[src/rtl/hex_checksum_frame_receiver_defines.svh]
// Assertion macros for the hex checksum frame receiver.
// Each macro expects a clock named clk and an active-low reset named arst_n in scope.
`ifndef HEX_CHECKSUM_FRAME_RECEIVER_DEFINES_SVH
`define HEX_CHECKSUM_FRAME_RECEIVER_DEFINES_SVH

// Checks that cond implies expr in the same cycle.
`define HCFR_ASSERT_NOW(label, cond, expr, msg) \
	label: assert property (@(posedge clk) disable iff (!arst_n) (cond) |-> (expr)) \
		else $error(msg);

// Checks that cond implies expr in the following cycle.
`define HCFR_ASSERT_NEXT(label, cond, expr, msg) \
	label: assert property (@(posedge clk) disable iff (!arst_n) (cond) |=> (expr)) \
		else $error(msg);

`endif

[src/rtl/hcfr_pkg.sv]
// Types, constants and the hex digit decoder of the hex checksum frame receiver.
// Depends on nothing; used by hex_checksum_frame_receiver and its testbench.
package hcfr_pkg;

	// Result event codes.
	typedef enum logic [2:0] {
		EV_STORED    = 3'd0,
		EV_ACCEPTED  = 3'd1,
		EV_MISMATCH  = 3'd2,
		EV_NOT_HEX   = 3'd3,
		EV_OVERFLOW  = 3'd4,
		EV_EMPTY     = 3'd5,
		EV_TOO_SHORT = 3'd6
	} event_code_t;

	// Field widths.
	localparam int unsigned BYTE_W = 8;
	localparam int unsigned PLEN_W = 9;

	// Delimiter after reset: the dollar sign.
	localparam logic [BYTE_W-1:0] DEFAULT_DELIMITER = 8'h24;

	// ASCII limits of the hex digit ranges.
	localparam logic [BYTE_W-1:0] CHAR_0       = 8'h30;
	localparam logic [BYTE_W-1:0] CHAR_9       = 8'h39;
	localparam logic [BYTE_W-1:0] CHAR_UPPER_A = 8'h41;
	localparam logic [BYTE_W-1:0] CHAR_UPPER_F = 8'h46;
	localparam logic [BYTE_W-1:0] CHAR_LOWER_A = 8'h61;
	localparam logic [BYTE_W-1:0] CHAR_LOWER_F = 8'h66;
	localparam logic [BYTE_W-1:0] LETTER_BASE  = 8'd10;

	// One decoded hex digit.
	typedef struct packed {
		logic       ok;
		logic [3:0] value;
	} hex_digit_t;

	// Decodes one ASCII hex digit of either case.
	function automatic hex_digit_t hex_decode(input logic [BYTE_W-1:0] c);
		hex_digit_t             r;
		logic [BYTE_W-1:0]      diff;
		r    = '0;
		diff = '0;
		if (c >= CHAR_0 && c <= CHAR_9) begin
			diff = c - CHAR_0;
			r.ok = 1'b1;
		end else if (c >= CHAR_UPPER_A && c <= CHAR_UPPER_F) begin
			diff = c - CHAR_UPPER_A + LETTER_BASE;
			r.ok = 1'b1;
		end else if (c >= CHAR_LOWER_A && c <= CHAR_LOWER_F) begin
			diff = c - CHAR_LOWER_A + LETTER_BASE;
			r.ok = 1'b1;
		end
		r.value = diff[3:0];
		return r;
	endfunction

endpackage

[src/rtl/hex_checksum_frame_receiver.sv]
// Top level of the hex checksum frame receiver: input register, frame state and result register.
// Depends on hcfr_pkg and hex_checksum_frame_receiver_defines.svh.
`include "hex_checksum_frame_receiver_defines.svh"

// Checks delimited frames whose last two bytes are an ASCII hex XOR checksum. Every accepted
// byte gives exactly one result item, which passes through the input register and then the
// result register. A throughput of one byte per clock is sustained while the result channel
// does not stall; the XOR, two-byte history and byte count are updated with each byte.
// Bytes other than the delimiter report "stored", or "overflow discard" when the count would
// reach FRAME_DEPTH. The delimiter reports accepted, mismatch, not hex, empty or too short and
// clears the frame. The input register and the result register let one more byte be taken
// while a result waits. The delimiter register may be written only while the block is idle.
module hex_checksum_frame_receiver #(
	parameter int unsigned FRAME_DEPTH = 512
) (
	input  logic                          clk,
	input  logic                          arst_n,
	// Configuration write port.
	input  logic                          cfg_wr_en,
	input  logic [hcfr_pkg::BYTE_W-1:0]   cfg_wr_data,
	// Input channel.
	input  logic                          in_valid,
	output logic                          in_stall,
	input  logic [hcfr_pkg::BYTE_W-1:0]   rx_byte,
	// Result channel.
	output logic                          out_valid,
	input  logic                          out_stall,
	output logic [2:0]                    event_code,
	output logic [hcfr_pkg::PLEN_W-1:0]   payload_length,
	output logic [hcfr_pkg::BYTE_W-1:0]   received_checksum,
	output logic [hcfr_pkg::BYTE_W-1:0]   computed_checksum
);

	localparam int unsigned CountWidth = $clog2(FRAME_DEPTH);
	localparam int unsigned LenWidth   = (CountWidth > hcfr_pkg::PLEN_W) ?
		CountWidth : hcfr_pkg::PLEN_W;
	localparam logic [CountWidth-1:0] LastCount = CountWidth'(FRAME_DEPTH - 1);

	// Configuration and frame state.
	logic [hcfr_pkg::BYTE_W-1:0] delimiter_q;
	logic [hcfr_pkg::BYTE_W-1:0] xor_q;
	logic [hcfr_pkg::BYTE_W-1:0] newest_q;
	logic [hcfr_pkg::BYTE_W-1:0] older_q;
	logic [CountWidth-1:0]       byte_count_q;

	// Input register.
	logic                        valid_s1;
	logic [hcfr_pkg::BYTE_W-1:0] rx_byte_s1;

	// Result register.
	logic                        out_valid_q;
	hcfr_pkg::event_code_t       event_q;
	logic [hcfr_pkg::PLEN_W-1:0] plen_q;
	logic [hcfr_pkg::BYTE_W-1:0] rx_sum_q;
	logic [hcfr_pkg::BYTE_W-1:0] calc_sum_q;

	// Handshake control.
	logic advance;
	logic in_accept;

	assign advance   = !out_valid_q || !out_stall;
	assign in_stall  = valid_s1 && !advance;
	assign in_accept = in_valid && !in_stall;

	// Combinational evaluation of the item in the input register.
	logic                        is_delim;
	logic                        hit_last;
	hcfr_pkg::hex_digit_t        hi_digit;
	hcfr_pkg::hex_digit_t        lo_digit;
	logic [hcfr_pkg::BYTE_W-1:0] payload_xor;
	logic [hcfr_pkg::BYTE_W-1:0] rx_value;
	logic [LenWidth-1:0]         len_full;
	hcfr_pkg::event_code_t       ev_d;
	logic [hcfr_pkg::PLEN_W-1:0] plen_d;
	logic [hcfr_pkg::BYTE_W-1:0] rx_sum_d;
	logic [hcfr_pkg::BYTE_W-1:0] calc_sum_d;
	logic                        load;

	assign load = valid_s1 && advance;

	always_comb begin
		is_delim    = (rx_byte_s1 == delimiter_q);
		hit_last    = (byte_count_q == LastCount);
		hi_digit    = hcfr_pkg::hex_decode(older_q);
		lo_digit    = hcfr_pkg::hex_decode(newest_q);
		payload_xor = xor_q ^ newest_q ^ older_q;
		rx_value    = {hi_digit.value, lo_digit.value};
		len_full    = LenWidth'(byte_count_q) - LenWidth'(2);
		ev_d        = hcfr_pkg::EV_STORED;
		plen_d      = '0;
		rx_sum_d    = '0;
		calc_sum_d  = '0;
		if (!is_delim) begin
			if (hit_last) begin
				ev_d = hcfr_pkg::EV_OVERFLOW;
			end
		end else if (byte_count_q == '0) begin
			ev_d = hcfr_pkg::EV_EMPTY;
		end else if (byte_count_q == CountWidth'(1)) begin
			ev_d = hcfr_pkg::EV_TOO_SHORT;
		end else begin
			plen_d     = len_full[hcfr_pkg::PLEN_W-1:0];
			calc_sum_d = payload_xor;
			if (hi_digit.ok && lo_digit.ok) begin
				rx_sum_d = rx_value;
				ev_d     = (rx_value == payload_xor) ? hcfr_pkg::EV_ACCEPTED :
					hcfr_pkg::EV_MISMATCH;
			end else begin
				ev_d = hcfr_pkg::EV_NOT_HEX;
			end
		end
	end

	// Delimiter register.
	always_ff @(posedge clk or negedge arst_n) begin
		if (!arst_n) begin
			delimiter_q <= hcfr_pkg::DEFAULT_DELIMITER;
		end else if (cfg_wr_en) begin
			delimiter_q <= cfg_wr_data;
		end
	end

	// Input register control.
	always_ff @(posedge clk or negedge arst_n) begin
		if (!arst_n) begin
			valid_s1 <= 1'b0;
		end else if (!in_stall) begin
			valid_s1 <= in_valid;
		end
	end

	// Input register payload.
	always_ff @(posedge clk) begin
		if (in_accept) begin
			rx_byte_s1 <= rx_byte;
		end
	end

	// Frame state update: fold a byte in, or clear on overflow and on a delimiter.
	always_ff @(posedge clk or negedge arst_n) begin
		if (!arst_n) begin
			xor_q        <= '0;
			newest_q     <= '0;
			older_q      <= '0;
			byte_count_q <= '0;
		end else if (load) begin
			if (is_delim || hit_last) begin
				xor_q        <= '0;
				newest_q     <= '0;
				older_q      <= '0;
				byte_count_q <= '0;
			end else begin
				xor_q        <= xor_q ^ rx_byte_s1;
				newest_q     <= rx_byte_s1;
				older_q      <= newest_q;
				byte_count_q <= byte_count_q + CountWidth'(1);
			end
		end
	end

	// Result register control.
	always_ff @(posedge clk or negedge arst_n) begin
		if (!arst_n) begin
			out_valid_q <= 1'b0;
		end else if (advance) begin
			out_valid_q <= valid_s1;
		end
	end

	// Result register payload.
	always_ff @(posedge clk) begin
		if (load) begin
			event_q    <= ev_d;
			plen_q     <= plen_d;
			rx_sum_q   <= rx_sum_d;
			calc_sum_q <= calc_sum_d;
		end
	end

	assign out_valid         = out_valid_q;
	assign event_code        = event_q;
	assign payload_length    = plen_q;
	assign received_checksum = rx_sum_q;
	assign computed_checksum = calc_sum_q;

	// Assertions.
	`HCFR_ASSERT_NEXT(a_verdict_clears, load && is_delim,
		byte_count_q == '0 && xor_q == '0, "frame state not cleared after a delimiter")
	`HCFR_ASSERT_NEXT(a_overflow_clears, load && !is_delim && hit_last,
		byte_count_q == '0, "frame state not cleared after an overflow")
	`HCFR_ASSERT_NEXT(a_s1_holds, valid_s1 && !advance,
		valid_s1 && $stable(rx_byte_s1), "held input item lost or changed")
	`HCFR_ASSERT_NOW(a_accept_match, out_valid_q && event_q == hcfr_pkg::EV_ACCEPTED,
		rx_sum_q == calc_sum_q, "accepted frame with unequal checksums")

endmodule

[config.mk]
export PLATFORM = sky130hd
export DESIGN_NAME = hex_checksum_frame_receiver
export DESIGN_NICKNAME = d
export VERILOG_FILES = /design/src/rtl/hcfr_pkg.sv /design/src/rtl/hex_checksum_frame_receiver.sv
export VERILOG_INCLUDE_DIRS = /design/src /design/src/rtl
export SDC_FILE = /design/constraint.sdc
export NUM_CORES = 1
export LEC_CHECK = 0
export BUFFER_PORTS_ARGS = -buffer_cell sky130_fd_sc_hd__buf_4
export CAP_MARGIN = 20
export CORE_ASPECT_RATIO = 0.5
export CORE_MARGIN = 2
export CORE_UTILIZATION = 45
export CTS_CLUSTER_DIAMETER = 100
export DETAILED_ROUTE_END_ITERATION = 12
export PLACE_DENSITY_LB_ADDON = 0.05
export SYNTH_ARGS = -nofsm -noshare
export SYNTH_HDL_FRONTEND = slang
export SYNTH_SLANG_ARGS = --single-unit
[constraint.sdc]
create_clock -name clk -period 3.3 [get_ports clk]
set_clock_uncertainty 0.05 [all_clocks]
set_input_delay 0.165 -clock clk [delete_from_list [all_inputs] [get_ports clk]]
set_output_delay 0.165 -clock clk [all_outputs]
set_load 0.02 [all_outputs]
==> results.cfg <==
[outcome]
status = completed

[logic_synthesis]
avgSynthCellArea_um2 = 10.9
synth_area_leaders = edfxtp_1, dfrtp_1, xnor2_1
synth-seq-cells = 79
syn_area_um2 = 4120
synthMostInstantiatedCell = nand2_1
synth_flop_cell = dfrtp_1
synth_edf_count = 36
synth_top_area_share_pct = 26.3
ys_seq_area_share_pct = 52.5
synth-async-reset-ratio_pct = 54.4
ys_types = 58
synth_largest_area_cell = edfxtp_1
yosys_warnings = 0
syn_inst = 379
synthesis.nets = 412
synth_common_cells = nand2_1, dfrtp_1, o21ai_0

[critical_path]
r2r_start = newest_q[0]
cp.arrival_ns = 2.69
crit_family = simple AND/OR/NAND/NOR gates
cp_max_fo = 7
crit_chain = inv_1 > ha_1 > or3b_4 > and3_4 > o311ai_2 > nand2b_1 > mux2_4 > o31a_1
cp_slowest_cell = dfrtp_1
max_stage_delay_ns = 0.47
cp-start-kind = register
path_buf_inv = 1
critical_path_class = register to register
worstSetupEndpointType = register
required_ns = 3.34
startpoint = newest_q[0]

[hold_path]
hold_path.class = input pin to register
hp-start = cfg_wr_data[7]

[final_layout]
layout-drive-gt1-share_pct = 21.3
final_cells = 568
area_growth_pct = 23.2
antenna_cells = 0
final_nets = 479

[global_route]
grt-ovfl-total = 0
first_global_vias = 2889
grt.total_usage_pct = 20.2
grt_pass1_wl_mm = 15.3
grt_max_degree = 44
antenna_found_initial = 0

[timing]
setup_viol = 0
fmax_mhz = 377
setup-tns-final_ns = 0
final_max_slew_viol_count = 0
fin_crit_ns = 2.65
worstMarginPinSlew_ns = 0.768
fin_crit_sh_pct = 80.4
hold_viol = 0
slew_headroom_pct = 48.8
grt_setup_unrepaired = no

[power]
p_per_area_nw_per_um2 = 648
internal-power_mw = 2.19
switchingPower_mw = 1.10
power_frac_comb_pct = 28.8
switching_share_pct = 33.5
p_leak_nw = 2.07
power_frac_clock_pct = 29.4
ir_worst_vdd_mv = 0.305
pwr-share-seq_pct = 41.9

[die]
die_w_um = 139
die_height_um = 71.6
rows = 24
io_pins = 51
core_area_um2 = 8800
start_util_pct = 46.8
die_area_um2 = 9980

[cts]
cts_buffers = 9
insertion_delay_ns = 0.34
cts_num_sinks = 79
post_cts_buffers = 0
cts_buffer_depth = 2
cts-root-buf = clkbuf_16
htree_levels = 3
cts_tree = yes
cts-resized-gates = 0
path_clk_slew_ns = 0.06

[detailed_routing]
wire_per_inst_um = 16.4
drtIter0Drc = 240
drc = 0
avgViaCountPerCell = 5.33
drtAntennaViolNets = 0
firstDrtPassIters = 4
via_count = 3029
routed_wl_mm = 9.34

[flow_run]
max_cap_violations = 0

[placed_design]
place_hpwl_mm = 6.80
dp_cells = 536
place_congestion = 0.862
io_buffers = 50
placed cells by master (no fill, tap or decap), drive strengths merged, types with 2 or more instances in the layout:
cell type	instances
o21bai	3
buf	56
dfrtp	41
inv	16
nor2b	4
o31ai	6
edfxtp	36
dfstp	2
nand3	10
nor2	27
nand2b	9
mux2	10
and3	6
o22ai	3
xnor2	30
a211o	2
a31oi	3
and4	2
or2b	2
a21oi	7
nand4	5
ha	12
nor3	2
nand2	43
nand4bb	2
o21ai	42
or3b	2
clkinv	2
dlygate4sd3	16
nor4b	2
and2	4
nor4	3
xor2	7
mux2i	3
clkbuf	13
o21ba	2
area by class of cell:
class / count / area, µm²
clock inverter: 3 / 17.5
inverter: 16 / 60.1
multi-input combinational: 268 / 1820
timing repair buffer: 72 / 593
fill: 790 / 3730
clock buffer: 13 / 272
tap: 117 / 146
sequential: 79 / 2160
final timing paths:
check	endpoint	slack, ns	cells after the start
min reg2reg	out_valid	0.45	1
max	event_code[1]	0.65	8
min in group asynchronous	delimiter_q[4]	0.31	2
min	delimiter_q[7]	0.007	2
max reg2reg	event_code[1]	0.65	8
max in group asynchronous	newest_q[1]	2.50	2
power by group through the flow:
stage	Clock, mW	Sequential (mW)	Combinational [mW]
detailed placement	0	1.40	0.928
global placement	0	1.39	0.919
floorplan	0	1.33	0.722
global route	1.02	1.41	1.05
CTS	0.983	1.38	0.948
finish	0.966	1.38	0.946
per-layer routing:
metal | share of wire (%) | GRT usage, % | up-vias
met2 | 42 | 29.6 | 83
met4 | 0.86 | 5.39 | 0
li1 | - | - | 1470
met5 | 0 | 0 | -
met3 | 5.6 | 5.68 | 9
met1 | 51 | 29.6 | 1467
logic make-up after synthesis:
kind of cell             count (synthesis)  share of synthesized area (%)
AND/OR/NAND/NOR                        126                           17.0
AO/OA/AOI/OAI                           80                           12.2
flip-flops                              79                           52.5
XOR/XNOR                                37                           7.87
buffers and inverters                   32                           3.22
multiplexers                            13                           3.56
adder cells (fa/ha/maj)                 12                           3.65
timing repair:
item	CTS	global route
hold endpoints to repair	56	0
endpoints found under the setup margin	0	0
hold buffers	16	0
sequential cells by signal, summed over array words and instances (netlist names):
signal / cells
byte_count_q: 9
computed_checksum: 8
delimiter_q: 8
event_code: 3
newest_q: 8
older_q: 8
out_valid: 1
payload_length: 9
received_checksum: 8
rx_byte_s1: 8
valid_s1: 1
xor_q: 8
stage by stage:
step | cell area, µm² | total power, mW | hold WS (ns) | setup WS, ns | util (%)
detailed placement | 4620 | 2.32 | 0.145 | 0.663 | 52.5
CTS | 5070 | 3.31 | 0.000744 | 0.650 | 57.7
finish | 5070 | 3.29 | 0.00741 | 0.648 | 57.7
global route | 5070 | 3.48 | 0.000338 | 0.466 | 57.7
floorplan | 4120 | 2.06 | -0.181 | 0.854 | -
global placement | 4620 | 2.30 | 0.146 | 0.675 | 52.5
(Power assumes the default switching activity.)
